--- src/hw/rtl/mhd_pkg.sv ---
// Shared types, constants and decode helpers for the message header deframer.
// No dependencies; used by message_header_deframer and mhd_checker.

package mhd_pkg;

   // Result kind codes
   typedef enum logic [1:0] {
      KIND_PAYLOAD     = 2'd0,
      KIND_EMPTY       = 2'd1,
      KIND_MAGIC_ERR   = 2'd2,
      KIND_VERSION_ERR = 2'd3
   } kind_type;

   // Configuration register indexes
   localparam logic CSR_EXPECTED_MAJOR = 1'b0;
   localparam logic CSR_EXPECTED_MINOR = 1'b1;

   localparam logic [7:0] MAJOR_RESET = 8'd1;
   localparam logic [7:0] MINOR_RESET = 8'd5;

   // Header layout (byte positions)
   localparam logic [4:0] POS_MAGIC_LAST = 5'd3;
   localparam logic [4:0] POS_VER_FIRST  = 5'd5;
   localparam logic [4:0] POS_VER_LAST   = 5'd10;
   localparam logic [4:0] POS_LEN_FIRST  = 5'd12;
   localparam logic [4:0] POS_LEN_LAST   = 5'd19;
   localparam logic [4:0] POS_HDR_LAST   = 5'd20;

   // Expected magic text, one byte per header position 0..3
   function automatic logic [7:0] magic_byte(input logic [1:0] idx);
      logic [7:0] b;
      case (idx)
         2'd0:    b = 8'h73;
         2'd1:    b = 8'h43;
         2'd2:    b = 8'h6F;
         default: b = 8'h50;
      endcase
      return b;
   endfunction

   // Upper-case hex digit to nibble; anything else reads as zero
   function automatic logic [3:0] hex_value(input logic [7:0] b);
      logic [3:0] v;
      v = 4'd0;
      if (b >= 8'h30 && b <= 8'h39) begin
         v = 4'(b - 8'h30);
      end else if (b >= 8'h41 && b <= 8'h46) begin
         v = 4'(b - 8'h37);
      end
      return v;
   endfunction

endpackage

--- src/hw/rtl/message_header_deframer.sv ---
// Message header deframer: parses a 21-byte text header from a byte stream
// and passes the payload on. Depends on mhd_pkg.

// Channel   Direction  Handshake           Payload
// req       in         req_valid/stall     req_in_byte
// rsp       out        rsp_valid/stall     rsp_kind, rsp_data_byte, rsp_last,
//                                          rsp_message_length
// csr       in         csr_write_en        csr_index, csr_wdata
//
// One request per cycle while req_stall is low; a byte is parsed in the
// cycle it is accepted and any result lands in the output or skid register.
// A two-entry output stage (output register plus skid register) lets requests
// flow while a result waits; req_stall rises only when the skid entry is full.
// Reset (synchronous) restores the version registers to 1.5 and restarts
// header parsing at byte 0. Only write configuration while idle (unenforced).

module message_header_deframer (
   input  logic        clock,
   input  logic        reset,
   // request channel
   input  logic        req_valid,
   output logic        req_stall,
   input  logic [7:0]  req_in_byte,
   // result channel
   output logic        rsp_valid,
   input  logic        rsp_stall,
   output logic [1:0]  rsp_kind,
   output logic [7:0]  rsp_data_byte,
   output logic        rsp_last,
   output logic [31:0] rsp_message_length,
   // configuration
   input  logic        csr_write_en,
   input  logic        csr_index,
   input  logic [7:0]  csr_wdata
);

   typedef struct packed {
      logic [1:0]  kind;
      logic [7:0]  data_byte;
      logic        last;
      logic [31:0] message_length;
   } result_type;

   // configuration registers
   logic [7:0]  exp_major_ff, exp_minor_ff;

   // parser state
   logic [4:0]  hdr_pos_ff,      hdr_pos_in;
   logic        magic_good_ff,   magic_good_in;
   logic [23:0] ver_accum_ff,    ver_accum_in;
   logic [31:0] len_accum_ff,    len_accum_in;
   logic [31:0] payload_left_ff, payload_left_in;
   logic        in_payload_ff,   in_payload_in;

   // output stage
   logic        out_valid_ff,  skid_valid_ff;
   result_type  out_data_ff,   skid_data_ff;

   logic        accept;
   logic        take;
   logic        res_valid;
   result_type  res;

   assign accept    = req_valid && !req_stall;
   assign take      = out_valid_ff && !rsp_stall;
   assign req_stall = skid_valid_ff;

   assign rsp_valid          = out_valid_ff;
   assign rsp_kind           = out_data_ff.kind;
   assign rsp_data_byte      = out_data_ff.data_byte;
   assign rsp_last           = out_data_ff.last;
   assign rsp_message_length = out_data_ff.message_length;

   // Parse one byte: next parser state and the result it causes
   always_comb begin
      hdr_pos_in      = hdr_pos_ff;
      magic_good_in   = magic_good_ff;
      ver_accum_in    = ver_accum_ff;
      len_accum_in    = len_accum_ff;
      payload_left_in = payload_left_ff;
      in_payload_in   = in_payload_ff;
      res_valid       = 1'b0;
      res             = '0;

      if (in_payload_ff) begin
         // pass the byte on; the final one closes the message
         res_valid          = 1'b1;
         res.kind           = mhd_pkg::KIND_PAYLOAD;
         res.data_byte      = req_in_byte;
         res.message_length = len_accum_ff;
         if (payload_left_ff <= 32'd1) begin
            res.last        = 1'b1;
            hdr_pos_in      = '0;
            magic_good_in   = 1'b1;
            ver_accum_in    = '0;
            len_accum_in    = '0;
            payload_left_in = '0;
            in_payload_in   = 1'b0;
         end else begin
            payload_left_in = payload_left_ff - 32'd1;
         end
      end else begin
         if (hdr_pos_ff <= mhd_pkg::POS_MAGIC_LAST) begin
            if (req_in_byte != mhd_pkg::magic_byte(hdr_pos_ff[1:0])) begin
               magic_good_in = 1'b0;
            end
         end else if (hdr_pos_ff >= mhd_pkg::POS_VER_FIRST &&
                      hdr_pos_ff <= mhd_pkg::POS_VER_LAST) begin
            ver_accum_in = {ver_accum_ff[19:0], mhd_pkg::hex_value(req_in_byte)};
         end else if (hdr_pos_ff >= mhd_pkg::POS_LEN_FIRST &&
                      hdr_pos_ff <= mhd_pkg::POS_LEN_LAST) begin
            len_accum_in = {len_accum_ff[27:0], mhd_pkg::hex_value(req_in_byte)};
         end

         if (hdr_pos_ff != mhd_pkg::POS_HDR_LAST) begin
            hdr_pos_in = hdr_pos_ff + 5'd1;
         end else begin
            // judge the header: magic first, then version, then length
            res.message_length = len_accum_ff;
            res.last           = 1'b1;
            if (!magic_good_ff) begin
               res_valid = 1'b1;
               res.kind  = mhd_pkg::KIND_MAGIC_ERR;
            end else if (ver_accum_ff[23:16] != exp_major_ff ||
                         ver_accum_ff[15:8]  != exp_minor_ff) begin
               res_valid = 1'b1;
               res.kind  = mhd_pkg::KIND_VERSION_ERR;
            end else if (len_accum_ff == 32'd0) begin
               res_valid = 1'b1;
               res.kind  = mhd_pkg::KIND_EMPTY;
            end

            if (res_valid) begin
               // restart on error or empty message
               hdr_pos_in      = '0;
               magic_good_in   = 1'b1;
               ver_accum_in    = '0;
               len_accum_in    = '0;
               payload_left_in = '0;
               in_payload_in   = 1'b0;
            end else begin
               hdr_pos_in      = '0;
               payload_left_in = len_accum_ff;
               in_payload_in   = 1'b1;
            end
         end
      end
   end

   // Configuration registers
   always_ff @(posedge clock) begin
      if (reset) begin
         exp_major_ff <= mhd_pkg::MAJOR_RESET;
         exp_minor_ff <= mhd_pkg::MINOR_RESET;
      end else if (csr_write_en) begin
         case (csr_index)
            mhd_pkg::CSR_EXPECTED_MAJOR: exp_major_ff <= csr_wdata;
            mhd_pkg::CSR_EXPECTED_MINOR: exp_minor_ff <= csr_wdata;
            default: ;
         endcase
      end
   end

   // Parser state: advance only on an accepted request
   always_ff @(posedge clock) begin
      if (reset) begin
         hdr_pos_ff      <= '0;
         magic_good_ff   <= 1'b1;
         ver_accum_ff    <= '0;
         len_accum_ff    <= '0;
         payload_left_ff <= '0;
         in_payload_ff   <= 1'b0;
      end else if (accept) begin
         hdr_pos_ff      <= hdr_pos_in;
         magic_good_ff   <= magic_good_in;
         ver_accum_ff    <= ver_accum_in;
         len_accum_ff    <= len_accum_in;
         payload_left_ff <= payload_left_in;
         in_payload_ff   <= in_payload_in;
      end
   end

   // Output register and skid register
   always_ff @(posedge clock) begin
      if (reset) begin
         out_valid_ff  <= 1'b0;
         skid_valid_ff <= 1'b0;
      end else if (skid_valid_ff) begin
         // no request accepted here; drain skid into the output on a take
         if (take) begin
            out_valid_ff  <= 1'b1;
            skid_valid_ff <= 1'b0;
         end
      end else if (!out_valid_ff || take) begin
         out_valid_ff <= accept && res_valid;
      end else if (accept && res_valid) begin
         // output still held: park the new result
         skid_valid_ff <= 1'b1;
      end
   end

   always_ff @(posedge clock) begin
      if (skid_valid_ff) begin
         if (take) begin
            out_data_ff <= skid_data_ff;
         end
      end else if (!out_valid_ff || take) begin
         if (accept && res_valid) begin
            out_data_ff <= res;
         end
      end else if (accept && res_valid) begin
         skid_data_ff <= res;
      end
   end

endmodule

--- config.mk ---
export PLATFORM = sky130hd
export DESIGN_NAME = message_header_deframer
export DESIGN_NICKNAME = d
export VERILOG_FILES = /design/src/hw/rtl/mhd_pkg.sv /design/src/hw/rtl/message_header_deframer.sv
export SDC_FILE = /design/constraint.sdc
export NUM_CORES = 1
export LEC_CHECK = 0
export BUFFER_PORTS_ARGS = -buffer_cell sky130_fd_sc_hd__buf_2
export CORE_ASPECT_RATIO = 0.5
export CORE_MARGIN = 8
export CORE_UTILIZATION = 64
export DETAILED_ROUTE_END_ITERATION = 6
export GPL_TIMING_DRIVEN = 0
export PLACE_DENSITY = 0.84
export SLEW_MARGIN = 20
export SYNTH_ARGS = -nofsm -noshare
export SYNTH_HDL_FRONTEND = slang
export SYNTH_SLANG_ARGS = --single-unit
--- constraint.sdc ---
create_clock -name clock -period 7.26 [get_ports clock]
set_input_delay 0.726 -clock clock [delete_from_list [all_inputs] [get_ports clock]]
set_output_delay 0.726 -clock clock [all_outputs]
set_load 0.02 [all_outputs]
==> flow_metrics.py <==
metrics = {
    "power_and_ir_drop": {
        "static-leakage-power_nw": 3.73,
        "sequential_share_of_power": 0.531,
        "power_density_nw_per_um2": 214,
        "ir_drop_mv": 0.148,
        "power_report.internal_total_w": 0.00168,
        "sw_frac_of_total": 0.235,
        "total_switching_power_w": 0.000517,
        "share_of_power_burned_in_combinational_logic": 0.029,
        "clkPwrFrac": 0.440,
    },
    "die": {
        "design.core.area_um2": 13700,
        "dieArea_um2": 18400,
        "initial_utilization": 0.661,
        "die_height_um": 100,
        "io_pins": 67,
        "chipWidth_um": 184,
        "standard_cell_row_count": 30,
    },
    "placement": {
        "portBuffers": 65,
        "gp_routability_congestion": 0.959,
        "half_perimeter_wire_length_of_the_detailed_placement_result_um": 16200,
        "postPlaceCellArea_um2": 9670,
    },
    "global_routing": {
        "pin_count_of_the_biggest_net_entering_global_routing": 31,
        "wire_length_of_the_first_global_routing_pass_um": 37800,
        "grt_pass1_vias": 7186,
        "grt_antenna_before_repair": 0,
        "gr-total-overflow": 0,
        "grt.total_usage": 0.258,
    },
    "critical_path": {
        "reg2reg_depth": 8,
        "crit_path_end_kind": "register",
        "reg2reg_slack_ps": 3610,
        "worst-endpoint-required_ps": 7450,
        "path_max_fanout": 26,
        "critPathKind": "reg -> reg",
        "cp.arrival_ps": 3830,
        "setup.worst_path.start_class": "register",
        "worstReg2RegStart": "ver_accum_ff[8]",
        "reg2reg_to": "rsp_message_length[1]",
    },
    "logic_synthesis": {
        "synth_top_family_by_area": "simple AND/OR/NAND/NOR gates",
        "synth-compound-area-share": 0.106,
        "synthArstFlopShare": 0,
        "synth_fa_ha_area_frac": 0.0125,
        "synth-main-ff-cell": "sky130_fd_sc_hd__dfxtp_1",
        "synth.largest_area_cell": "sky130_fd_sc_hd__edfxtp_1",
        "synthesis.nets": 943,
        "simple_gate_portion_of_the_synthesized_area": 0.206,
        "leading_cell_types_by_total_area_after_synthesis": "sky130_fd_sc_hd__edfxtp_1, sky130_fd_sc_hd__dfxtp_1, sky130_fd_sc_hd__nand2_1, sky130_fd_sc_hd__mux2_2, sky130_fd_sc_hd__a21oi_1",
        "post_synth_instance_area_um2": 9040,
        "muxShareOfSynthArea": 0.0785,
        "synth.yosys.warnings": 0,
        "synthDominantCellAreaShare": 0.286,
        "ys_seq_area_frac": 0.536,
        "synth-seq-cells": 199,
        "postSynthCellCount": 912,
        "number_of_flops_mapped_to_enable_cells_by_yosys": 86,
        "syn_avg_cell_area_um2": 9.91,
        "netlist-cell-type-count": 60,
        "yosys.area_share.xor_xnor": 0.0281,
    },
    "timing": {
        "max_slew_vio_count": 0,
        "worst_clock_skew_ps": 13.6,
        "timing.final.crit_share": 0.503,
        "hold_violation_total_from_the_final_report": 0,
        "maxClockFrequency_mhz": 274,
        "min_period_ps": 3650,
        "tightest_slew_ps": 880,
        "grt_setup_unrepaired": "false",
        "timing.max_slew.rel_slack": 0.408,
        "aggregate_negative_setup_slack_ps": 0,
        "finalSetupViolations": 0,
    },
    "clocking": {
        "cts_post_setup_buffers_inserted": 0,
        "largest_buffer_count_on_any_clock_path": 2,
        "clk_transition_reported_paths_ps": 80,
        "tritoncts_clock_tree": "built",
        "cts_repair_resize_count": 0,
        "clock_insertion_delay_worst_skew_ps": 440,
        "h-tree-depth": 4,
        "root_buffer": "sky130_fd_sc_hd__clkbuf_16",
        "cts_hold_repair.buffers": 0,
        "clock_sinks": 199,
        "tritoncts.num_buffers": 17,
    },
    "flow_run": {
        "drv.max_cap_violation_count": 0,
    },
    "drt": {
        "drt_iter0_drc": 672,
        "vias_after_detailed_routing": 7500,
        "wire_per_inst_um": 19.5,
        "remaining_drc_errors": 0,
        "first_drt_pass_iteration_count": 6,
        "drt.antenna.violating_nets": 0,
        "wl_um": 23500,
        "detail_route.vias_per_cell": 6.23,
    },
    "finish": {
        "area.growth.synth_to_final_pct": 13.9,
        "final.fill_count": 966,
        "final_cell_area_um2": 10300,
        "final_layout_size_suffix_gt1_frac": 0.164,
        "multiInputGateArea_um2": 3920,
        "number_of_antenna_diodes": 0,
        "layout.area.seq_um2": 4840,
        "finalNetCount": 1029,
    },
    "min_path": {
        "min_delay_path_depth": 2,
        "hold_path_startpoint": "exp_minor_ff[7]",
        "min_path_type": "reg -> reg",
        "worstHoldEndpoint": "exp_minor_ff[7]",
    },
    "run_status": {
        "outcome": "finished clean",
    },
}
[cell usage in the layout (no fill, tap or decap), drive strengths merged, types with 6 or more instances in the layout]
cell type / count
nand2: 141
dfxtp: 113
edfxtp: 86
buf: 79
a21oi: 70
nor2: 68
clkbuf: 63
and2: 41
mux2: 39
nor3: 33
o21ai: 28
mux2i: 27
nor4: 23
xnor2: 21
nand3: 20
a31oi: 14
inv: 13
nand4: 12
clkinv: 10
a211oi: 9
ha: 9
or4: 9
nand2b: 8
xor2: 8
or3: 6
[power by group through the flow]
stage	combinational [W]	sequential, W	clock (W)
after floorplan	0.0000380	0.00119	0
after detailed placement	0.0000607	0.00119	0
final	0.0000633	0.00117	0.000967
after global routing	0.0000688	0.00117	0.00101
after global placement	0.0000587	0.00119	0
after CTS	0.0000617	0.00117	0.000968
[worst max-delay path, stage by stage, from the launching register on]
cell and delay [ps]:
sky130_fd_sc_hd__dfxtp_1 340, sky130_fd_sc_hd__xnor2_1 240, sky130_fd_sc_hd__nand4_1 150, sky130_fd_sc_hd__nor4_2 810
sky130_fd_sc_hd__nor3b_1 480, sky130_fd_sc_hd__clkbuf_1 570, sky130_fd_sc_hd__nand2b_1 330, sky130_fd_sc_hd__a21boi_4 240
sky130_fd_sc_hd__buf_16 240
[through the flow]
stage	total power, W	hold WS [ps]	utilization	setup WS, ps	cells
after floorplan	0.00123	435	-	2320	912
after global placement	0.00125	458	0.703	924	1169
after detailed placement	0.00125	467	0.708	3770	1171
after CTS	0.00220	478	0.753	3710	1203
after global routing	0.00225	497	0.753	3350	1203
final	0.00220	479	0.753	3610	1203
[worst max path at each step]
stage	startpoint	endpoint	slack [ps]	depth (start not counted)
finish	ver_accum_ff[8]	rsp_message_length[1]	3610	8
global route	ver_accum_ff[8]	rsp_message_length[15]	3350	8
CTS	ver_accum_ff[8]	rsp_message_length[1]	3710	8
detailed placement	ver_accum_ff[8]	rsp_message_length[4]	3770	8
global placement	len_accum_ff[0]	rsp_message_length[4]	920	7
floorplan	len_accum_ff[25]	rsp_data_byte[0]	2320	7
[cell usage after synthesis (all sizes together) (21+ instances only)]
master,count
dfxtp,113
clkbuf,45
o21ai,28
nor2,68
mux2,39
edfxtp,86
mux2i,27
nor3,33
and2,41
xnor2,21
nand2,141
nor4,23
a21oi,70
[final cells by class]
type	count	share of cell area
Clock inverter	14	0.0181
Multi-Input combinational cell	646	0.381
Inverter	10	0.00365
Timing Repair Buffer	67	0.0362
Buffer	57	0.0250
Sequential cell	199	0.471
Clock buffer	18	0.0417
Tap cell	192	0.0233
[per-layer routing]
metal  share of wire  track usage
met2            0.44        0.395
met5               0            0
met3            0.12       0.0782
met1            0.42        0.343
met4           0.019       0.0906
[flip-flops by register name, indices dropped and copies added (netlist names)]
register / flops
rsp_data_byte: 8
hdr_pos_ff: 5
in_payload_ff: 1
payload_left_ff: 32
exp_minor_ff: 8
len_accum_ff: 32
rsp_kind: 2
req_stall: 1
rsp_valid: 1
skid_data_ff: 43
magic_good_ff: 1
rsp_last: 1
rsp_message_length: 32
ver_accum_ff: 24
exp_major_ff: 8
[cell families (layout without fill, tap and decap cells)]
logic type | count (synthesis) | in the layout
compound gates | 159 | 159
xor+xnor | 29 | 29
fa+ha+maj | 9 | 9
buf+inv | 67 | 166
flops | 199 | 199
mux | 66 | 66
simple gates | 383 | 383
No activity file was read; power rests on OpenSTA's default activity.
